[config.mk]
export PLATFORM = sky130hd
export DESIGN_NAME = stack_with_recycle_stack_core
export DESIGN_NICKNAME = d
export VERILOG_FILES = /design/src/sv/swrs_pkg.sv /design/src/sv/swrs_ctrl.sv /design/src/sv/swrs_datapath.sv /design/src/sv/stack_with_recycle_stack_core.sv
export SDC_FILE = /design/constraint.sdc
export NUM_CORES = 1
export LEC_CHECK = 0
export ABC_CLOCK_PERIOD_IN_PS = 7600
export BUFFER_PORTS_ARGS = -buffer_cell sky130_fd_sc_hd__buf_2
export CELL_PAD_IN_SITES_DETAIL_PLACEMENT = 1
export CELL_PAD_IN_SITES_GLOBAL_PLACEMENT = 2
export CORE_MARGIN = 8
export CORE_UTILIZATION = 34
export DETAILED_ROUTE_END_ITERATION = 8
export PLACE_DENSITY_LB_ADDON = 0.1
export SETUP_SLACK_MARGIN = 0.15
export SLEW_MARGIN = 40
export SYNTH_ARGS = -nofsm -noshare
export SYNTH_HDL_FRONTEND = slang
export SYNTH_SLANG_ARGS = --single-unit
export TNS_END_PERCENT = 20
[constraint.sdc]
create_clock -name aclk -period 7.6 [get_ports aclk]
set_input_delay 1.52 -clock aclk [delete_from_list [all_inputs] [get_ports aclk]]
set_output_delay 1.52 -clock aclk [all_outputs]
set_load 0.005 [all_outputs]
[src/sv/swrs_pkg.sv]
package swrs_pkg;

    // Stack geometry.
    localparam int DEPTH      = 16;
    localparam int DATA_WIDTH = 32;
    localparam int ADDR_W     = (DEPTH > 1) ? $clog2(DEPTH) : 1;
    localparam int CNT_W      = $clog2(DEPTH + 1);

    // Field widths on the ports.
    localparam int REQ_W     = 3;
    localparam int VALUE_W   = 32;
    localparam int STATUS_W  = 2;
    localparam int DEPTH_F_W = 5;
    localparam int S_DATA_W  = 32;
    localparam int S_USER_W  = 8;
    localparam int M_DATA_W  = 48;

    // Request kinds.
    typedef enum logic [REQ_W-1:0] {
        REQ_PUSH    = 3'd0,
        REQ_MOVE    = 3'd1,
        REQ_POP     = 3'd2,
        REQ_POP_AUX = 3'd3,
        REQ_CLEAR   = 3'd4
    } req_t;

    // Result status codes.
    typedef enum logic [STATUS_W-1:0] {
        STAT_OK         = 2'd0,
        STAT_MAIN_EMPTY = 2'd1,
        STAT_AUX_EMPTY  = 2'd2,
        STAT_FULL       = 2'd3
    } status_t;

    // Controller states.
    typedef enum logic [1:0] {
        S_IDLE,
        S_READ,
        S_EXEC
    } state_t;

    // Commands from the controller to the datapath.
    typedef struct packed {
        logic load;
        logic read;
        logic exec;
    } ctrl_cmd_t;

    // Status from the datapath to the controller.
    typedef struct packed {
        logic out_free;
    } dp_status_t;

    // Low DATA_WIDTH bits of an incoming value.
    function automatic logic [DATA_WIDTH-1:0] to_entry(input logic [VALUE_W-1:0] v);
        logic [DATA_WIDTH+VALUE_W-1:0] tmp;
        tmp = {{DATA_WIDTH{1'b0}}, v};
        return tmp[DATA_WIDTH-1:0];
    endfunction

    // Low 32 bits of a stored entry.
    function automatic logic [VALUE_W-1:0] to_value(input logic [DATA_WIDTH-1:0] e);
        logic [DATA_WIDTH+VALUE_W-1:0] tmp;
        tmp = {{VALUE_W{1'b0}}, e};
        return tmp[VALUE_W-1:0];
    endfunction

    // Low five bits of a stack count.
    function automatic logic [DEPTH_F_W-1:0] to_depth(input logic [CNT_W-1:0] c);
        logic [CNT_W+DEPTH_F_W-1:0] tmp;
        tmp = {{DEPTH_F_W{1'b0}}, c};
        return tmp[DEPTH_F_W-1:0];
    endfunction

endpackage

[src/sv/swrs_ctrl.sv]
module swrs_ctrl
    import swrs_pkg::*;
(
    input  logic       aclk,
    input  logic       aresetn,
    input  logic       s_tvalid,
    output logic       s_tready,
    input  dp_status_t dp_status,
    output ctrl_cmd_t  cmd
);

    state_t state_reg;
    state_t state_next;

    // State register.
    always_ff @(posedge aclk) begin
        if (!aresetn) begin
            state_reg <= S_IDLE;
        end else begin
            state_reg <= state_next;
        end
    end

    // Next state and commands; no item is taken while reset is held.
    always_comb begin
        state_next = state_reg;
        s_tready   = 1'b0;
        cmd        = '0;
        case (state_reg)
            S_IDLE: begin
                s_tready = aresetn;
                if (s_tvalid && aresetn) begin
                    cmd.load   = 1'b1;
                    state_next = S_READ;
                end
            end
            S_READ: begin
                cmd.read   = 1'b1;
                state_next = S_EXEC;
            end
            S_EXEC: begin
                if (dp_status.out_free) begin
                    cmd.exec   = 1'b1;
                    state_next = S_IDLE;
                end
            end
            default: begin
                state_next = S_IDLE;
            end
        endcase
    end

endmodule

[src/sv/swrs_datapath.sv]
module swrs_datapath
    import swrs_pkg::*;
(
    input  logic                aclk,
    input  logic                aresetn,
    input  ctrl_cmd_t           cmd,
    output dp_status_t          dp_status,
    input  logic [S_DATA_W-1:0] s_tdata,
    input  logic [S_USER_W-1:0] s_tuser,
    output logic                m_tvalid,
    input  logic                m_tready,
    output logic [M_DATA_W-1:0] m_tdata
);

    localparam logic [CNT_W-1:0] DEPTH_CNT = CNT_W'(DEPTH);
    localparam logic [CNT_W-1:0] ONE_CNT   = CNT_W'(1);

    // Stack memories.
    logic [DATA_WIDTH-1:0] main_mem [DEPTH];
    logic [DATA_WIDTH-1:0] aux_mem  [DEPTH];

    req_t                  req_reg;
    logic [DATA_WIDTH-1:0] push_reg;
    logic [CNT_W-1:0]      main_cnt_reg;
    logic [CNT_W-1:0]      main_cnt_next;
    logic [CNT_W-1:0]      aux_cnt_reg;
    logic [CNT_W-1:0]      aux_cnt_next;
    logic [DATA_WIDTH-1:0] main_rd_reg;
    logic [DATA_WIDTH-1:0] aux_rd_reg;
    logic [CNT_W-1:0]      main_top;
    logic [CNT_W-1:0]      aux_top;
    logic                  main_we;
    logic                  aux_we;
    logic [DATA_WIDTH-1:0] main_wdata;
    logic                  main_full;
    logic                  aux_full;
    logic                  main_empty;
    logic                  aux_empty;
    status_t               stat;
    logic [VALUE_W-1:0]    popped;
    logic                  out_valid_reg;
    logic [M_DATA_W-1:0]   out_data_reg;

    // Capture the request item.
    always_ff @(posedge aclk) begin
        if (cmd.load) begin
            req_reg  <= req_t'(s_tuser[REQ_W-1:0]);
            push_reg <= to_entry(s_tdata[VALUE_W-1:0]);
        end
    end

    // Read both stack tops; the counts hold until the request executes.
    assign main_top = main_cnt_reg - ONE_CNT;
    assign aux_top  = aux_cnt_reg - ONE_CNT;

    always_ff @(posedge aclk) begin
        if (cmd.read) begin
            main_rd_reg <= main_mem[main_top[ADDR_W-1:0]];
            aux_rd_reg  <= aux_mem[aux_top[ADDR_W-1:0]];
        end
    end

    assign main_full  = (main_cnt_reg >= DEPTH_CNT);
    assign aux_full   = (aux_cnt_reg >= DEPTH_CNT);
    assign main_empty = (main_cnt_reg == '0);
    assign aux_empty  = (aux_cnt_reg == '0);

    // Decide the effect of the request.
    always_comb begin
        main_cnt_next = main_cnt_reg;
        aux_cnt_next  = aux_cnt_reg;
        main_we       = 1'b0;
        aux_we        = 1'b0;
        main_wdata    = push_reg;
        stat          = STAT_OK;
        popped        = '0;
        case (req_reg)
            REQ_PUSH: begin
                if (main_full) begin
                    stat = STAT_FULL;
                end else begin
                    main_we       = 1'b1;
                    main_cnt_next = main_cnt_reg + ONE_CNT;
                end
            end
            REQ_MOVE: begin
                if (aux_empty) begin
                    stat = STAT_AUX_EMPTY;
                end else if (main_full) begin
                    stat = STAT_FULL;
                end else begin
                    main_we       = 1'b1;
                    main_wdata    = aux_rd_reg;
                    main_cnt_next = main_cnt_reg + ONE_CNT;
                    aux_cnt_next  = aux_cnt_reg - ONE_CNT;
                end
            end
            REQ_POP: begin
                if (main_empty) begin
                    stat = STAT_MAIN_EMPTY;
                end else begin
                    popped        = to_value(main_rd_reg);
                    main_cnt_next = main_cnt_reg - ONE_CNT;
                end
            end
            REQ_POP_AUX: begin
                if (main_empty) begin
                    stat = STAT_MAIN_EMPTY;
                end else if (aux_full) begin
                    stat = STAT_FULL;
                end else begin
                    popped        = to_value(main_rd_reg);
                    aux_we        = 1'b1;
                    main_cnt_next = main_cnt_reg - ONE_CNT;
                    aux_cnt_next  = aux_cnt_reg + ONE_CNT;
                end
            end
            REQ_CLEAR: begin
                main_cnt_next = '0;
                aux_cnt_next  = '0;
            end
            default: begin
            end
        endcase
    end

    // Memory writes land at the current count of each stack.
    always_ff @(posedge aclk) begin
        if (cmd.exec && main_we) begin
            main_mem[main_cnt_reg[ADDR_W-1:0]] <= main_wdata;
        end
        if (cmd.exec && aux_we) begin
            aux_mem[aux_cnt_reg[ADDR_W-1:0]] <= main_rd_reg;
        end
    end

    // Stack counts.
    always_ff @(posedge aclk) begin
        if (!aresetn) begin
            main_cnt_reg <= '0;
            aux_cnt_reg  <= '0;
        end else if (cmd.exec) begin
            main_cnt_reg <= main_cnt_next;
            aux_cnt_reg  <= aux_cnt_next;
        end
    end

    // Output register holds one result item until it is taken.
    always_ff @(posedge aclk) begin
        if (!aresetn) begin
            out_valid_reg <= 1'b0;
        end else if (cmd.exec) begin
            out_valid_reg <= 1'b1;
        end else if (m_tready) begin
            out_valid_reg <= 1'b0;
        end
    end

    always_ff @(posedge aclk) begin
        if (cmd.exec) begin
            out_data_reg <= {4'b0000, to_depth(aux_cnt_next), to_depth(main_cnt_next),
                             stat, popped};
        end
    end

    assign dp_status.out_free = !out_valid_reg || m_tready;
    assign m_tvalid = out_valid_reg;
    assign m_tdata  = out_data_reg;

`ifndef SYNTHESIS
    // Counts never pass the stack depth.
    a_cnt_bound: assert property (@(posedge aclk) disable iff (!aresetn)
        (main_cnt_reg <= DEPTH_CNT) && (aux_cnt_reg <= DEPTH_CNT))
        else $error("stack count beyond depth");

    // A result is never written over one that has not been taken.
    a_no_overwrite: assert property (@(posedge aclk) disable iff (!aresetn)
        cmd.exec |-> (!out_valid_reg || m_tready))
        else $error("result overwritten before it was taken");

    // A successful push grows main by exactly one.
    a_push_grow: assert property (@(posedge aclk) disable iff (!aresetn)
        (cmd.exec && req_reg == REQ_PUSH && !main_full)
        |=> (main_cnt_reg == $past(main_cnt_reg) + ONE_CNT))
        else $error("push did not grow main stack");

    // A pop to aux keeps the total number of entries.
    a_pop_aux_total: assert property (@(posedge aclk) disable iff (!aresetn)
        (cmd.exec && req_reg == REQ_POP_AUX)
        |=> ((main_cnt_reg + aux_cnt_reg) == ($past(main_cnt_reg) + $past(aux_cnt_reg))))
        else $error("pop to aux lost or made an entry");
`endif

endmodule

[src/sv/stack_with_recycle_stack_core.sv]
// Dual LIFO stack core: a main stack and an auxiliary stack of DEPTH entries each.
// Each request item is accepted, then the stack tops are read into registers, then the
// update executes and loads the result register. A new request item is taken only after
// the last one has executed. A result waiting at the output holds the update step,
// so only one more request item is taken behind it until the result is taken.
// Reset (aresetn low, synchronous) empties both stacks and drops a pending result;
// stack memories are not cleared, since a value read is used only after it was written.
module stack_with_recycle_stack_core
    import swrs_pkg::*;
(
    input  logic                aclk,
    input  logic                aresetn,
    input  logic                s_tvalid,
    output logic                s_tready,
    input  logic [S_DATA_W-1:0] s_tdata,  // [31:0] push_value
    input  logic [S_USER_W-1:0] s_tuser,  // [2:0] req_type, [7:3] zero
    output logic                m_tvalid,
    input  logic                m_tready,
    output logic [M_DATA_W-1:0] m_tdata   // [31:0] pop_value, [33:32] status,
                                          // [38:34] main_depth, [43:39] aux_depth, [47:44] zero
);

    ctrl_cmd_t  cmd;
    dp_status_t dp_status;

    // Sequencer for each request item.
    swrs_ctrl u_ctrl (
        .aclk      (aclk),
        .aresetn   (aresetn),
        .s_tvalid  (s_tvalid),
        .s_tready  (s_tready),
        .dp_status (dp_status),
        .cmd       (cmd)
    );

    // Stacks, counts and output register.
    swrs_datapath u_datapath (
        .aclk      (aclk),
        .aresetn   (aresetn),
        .cmd       (cmd),
        .dp_status (dp_status),
        .s_tdata   (s_tdata),
        .s_tuser   (s_tuser),
        .m_tvalid  (m_tvalid),
        .m_tready  (m_tready),
        .m_tdata   (m_tdata)
    );

endmodule
==> key figures <==
Status
  – Status: finished clean

Logic synthesis
  – Post-synthesis area per instance: 24.3 um^2
  – Yosys top cell area share: 0.780
  – Post-synth EDFFs: 1167
  – Netlist cell types: 61
  – Post-Syn Area: 44900 um^2
  – Synth area leaders: edfxtp_1 (78%), mux4_2 (16%), mux2_2 (0.80%)
  – Synthesized instance count: 1850
  – Sequential share of the synthesized area: 0.786
  – Synth warn: 0
  – Ys async rst share: 0
  – Seq cells post-synth: 1180
  – Cell taking the most area after synthesis: edfxtp_1
  – Synth Flop Type: edfxtp_1

STA
  – F_max: 0.235 GHz
  – Setup WS post-layout: 3340 ps
  – Fin crit period: 4260 ps
  – Count of final max-slew check failures: 0
  – Rel. slew slack: 0.427
  – Setup violators final: 0
  – Layout Skew: 20.6 ps
  – Worst-Margin Slew: 859 ps
  – Setup TNS: 0 ps
  – Hold Violations, Final: 0
  – RSZ-0062 raised after global routing: false
  – Final period util: 0.560
  – Worst hold slack: 535 ps

Floorplanning
  – Starting Density: 0.342
  – Die H: 379 um
  – Row Count: 133
  – Core footprint: 131000 um^2
  – Die W: 379 um
  – Die area: 144000 um^2
  – Ports: 94

Power and ir drop
  – Switching pwr: 0.00283 W
  – Pwr dens: 267 nW/um^2
  – Int Power: 0.0111 W
  – Max IR drop VDD: 0.177 mV
  – Leakage power: 15.9 nW
  – Total Power: 0.0139 W
  – Gate power share: 0.020
  – Sequential power share: 0.519
  – Switch share: 0.203
  – Clock power share: 0.461

Cells and area
  – Layout cell share with drive strength beyond 1: 0.345
  – Area growth syn-to-layout: 16.4%
  – Multi-input logic area: 9190 um^2
  – Number of fill cells: 12100
  – Post-route cell area: 52300 um^2
  – Commonest non-fill, non-tap cells in the layout: edfxtp_1 (1167), mux4_2 (320), clkbuf_16 (142)
  – Commonest non-fill, non-tap cell in the layout: edfxtp_1
  – Register Area: 35300 um^2
  – Final nets: 2089

Clock tree
  – Hold_buf cts: 0
  – Clock Pin Slew Worst Setup and Hold Paths: 50 ps
  – Post-CTS Setup Bufs: 0
  – Root Driver: clkbuf_16
  – H-tree Lvls: 4
  – Clk Latency, worst-skew pair: 750 ps
  – Clock Tree Buf Depth: 3
  – CTS resizes: 0
  – CTS buffer count: 137
  – CTS tree: built
  – Clk sinks: 1180

Routing
  – Post-Route WL: 116000 um
  – Post-DRT Antenna Nets: 0
  – DR DRC count: 0
  – Initial drt markers: 1532
  – Via density per instance: 5.12
  – Drt wl/cell: 29.9 um
  – DR vias: 20000
  – 1st-pass router iterations: 5

Setup path
  – Crit path from: aresetn
  – CP cell instances: buf_2 -> clkinv_1 -> nor3_1 -> buf_2
  – Worst Setup End Kind: output pin
  – Critical path's top delay family: buffers and inverters
  – Nature of the critical path startpoint: input pin
  – Critical R2R Launch: u_datapath.main_cnt_reg[0]
  – CP most frequent cell: buf_2
  – Worst EP arrival: 2740 ps
  – Crit path largest cell delay: 410 ps
  – CP max stage cell: clkinv_1
  – Crit-path max FO: 9
  – Worst Path Buf+Inv: 3
  – Critical path class: input pin to output pin
  – Worst endpoint required time: 6080 ps

Placed design
  – RD Place Congestion: 0.721
  – Buffers on Ports: 84
  – DP HPWL: 63100 um
  – Placed inst area: 47900 um^2
  – Pre-CTS setup slack: 2820 ps

GRT
  – Largest net degree at the start of global routing: 79
  – Gr ovfl total: 0
  – Total GRT Usage: 0.163
  – Global-route wire length before repair: 165000 um
  – Vias in the first global route: 22000
  – Initial antenna violation count: 16

Min path
  – HP Start: u_datapath.m_tvalid
  – Worst hold path type: register to register

Flow run
  – Maxcap violations: 0
worst paths after layout:
kind	end	slack, ps	cells past startpoint
setup reg to reg	u_datapath.aux_mem[9][18]	3870	8
hold / removal	u_datapath.m_tvalid	530	2
hold reg to reg	u_datapath.m_tvalid	530	2
setup / recovery	s_tready	3340	4
worst reg2reg max path: stages (launching register included):
cell and delay, ps:
dfxtp_4 530, inv_1 190, ha_4 230, nor4b_2 160, buf_4 200, nor3_1 390, nand3_1 410, nor2_4 740
buf_4 500
per-stage QoR:
stage / util / instances
3_5_place_dp: 0.365 / 3652
5_1_grt: 0.398 / 3894
4_1_cts: 0.398 / 3893
3_3_place_gp: 0.362 / 3641
6_report: 0.398 / 3896
2_1_floorplan: - / 1853
final cells by class:
cell class                 count  area share
inverter                      11    0.000814
multi-input combinational    564       0.176
tap                         1755      0.0420
clock buffer                 169      0.0703
antenna                        2   0.0000958
sequential                  1180       0.676
clock inverter                72      0.0134
timing repair buffer         143      0.0218
routing by layer:
layer,part of all wire,GRT usage,vias to the layer above
met5,0,0,-
met4,0.016,0.0382,0
met3,0.043,0.0325,123
met2,0.51,0.279,428
met1,0.43,0.214,11100
li1,-,-,8338
power by group through the flow:
stage          Clock (W)  Combinational [W]  Sequential, W
2_1_floorplan          0           0.000167        0.00734
3_3_place_gp           0           0.000281        0.00738
3_5_place_dp           0           0.000286        0.00738
4_1_cts          0.00662           0.000286        0.00724
5_1_grt          0.00684           0.000301        0.00725
6_report         0.00642           0.000279        0.00724
cells in the mapped netlist, types with 2 or more instances:
master	number
mux2_2	32
ha_1	8
buf_4	10
o22a_1	2
nand4_1	3
nand2b_1	5
a211oi_1	2
nand4b_1	2
nor2_1	22
o221a_2	2
o32ai_1	3
nor4_1	2
a21oi_1	9
o21a_1	2
buf_6	21
a31oi_1	3
mux4_2	320
nand3_1	9
and4b_1	8
and3_1	9
nor2b_1	5
or4b_4	2
edfxtp_1	1167
clkbuf_1	45
inv_1	9
and2_1	36
buf_2	22
nand3b_1	2
nor3b_1	2
nor3_1	10
o311ai_0	4
o32a_1	2
nand2_1	16
o21ai_0	12
a2111oi_0	2
dfxtp_1	13
xnor2_1	3
logic make-up after synthesis:
| logic type | synth area share |
|---|---|
| fa+ha+maj | 0.00223 |
| xor+xnor | 0.000947 |
| simple gates | 0.0192 |
| flops | 0.786 |
| other cells | 0.0000835 |
| mux | 0.169 |
| compound gates | 0.00889 |
| buf+inv | 0.0141 |
(Power assumes the default switching activity.)
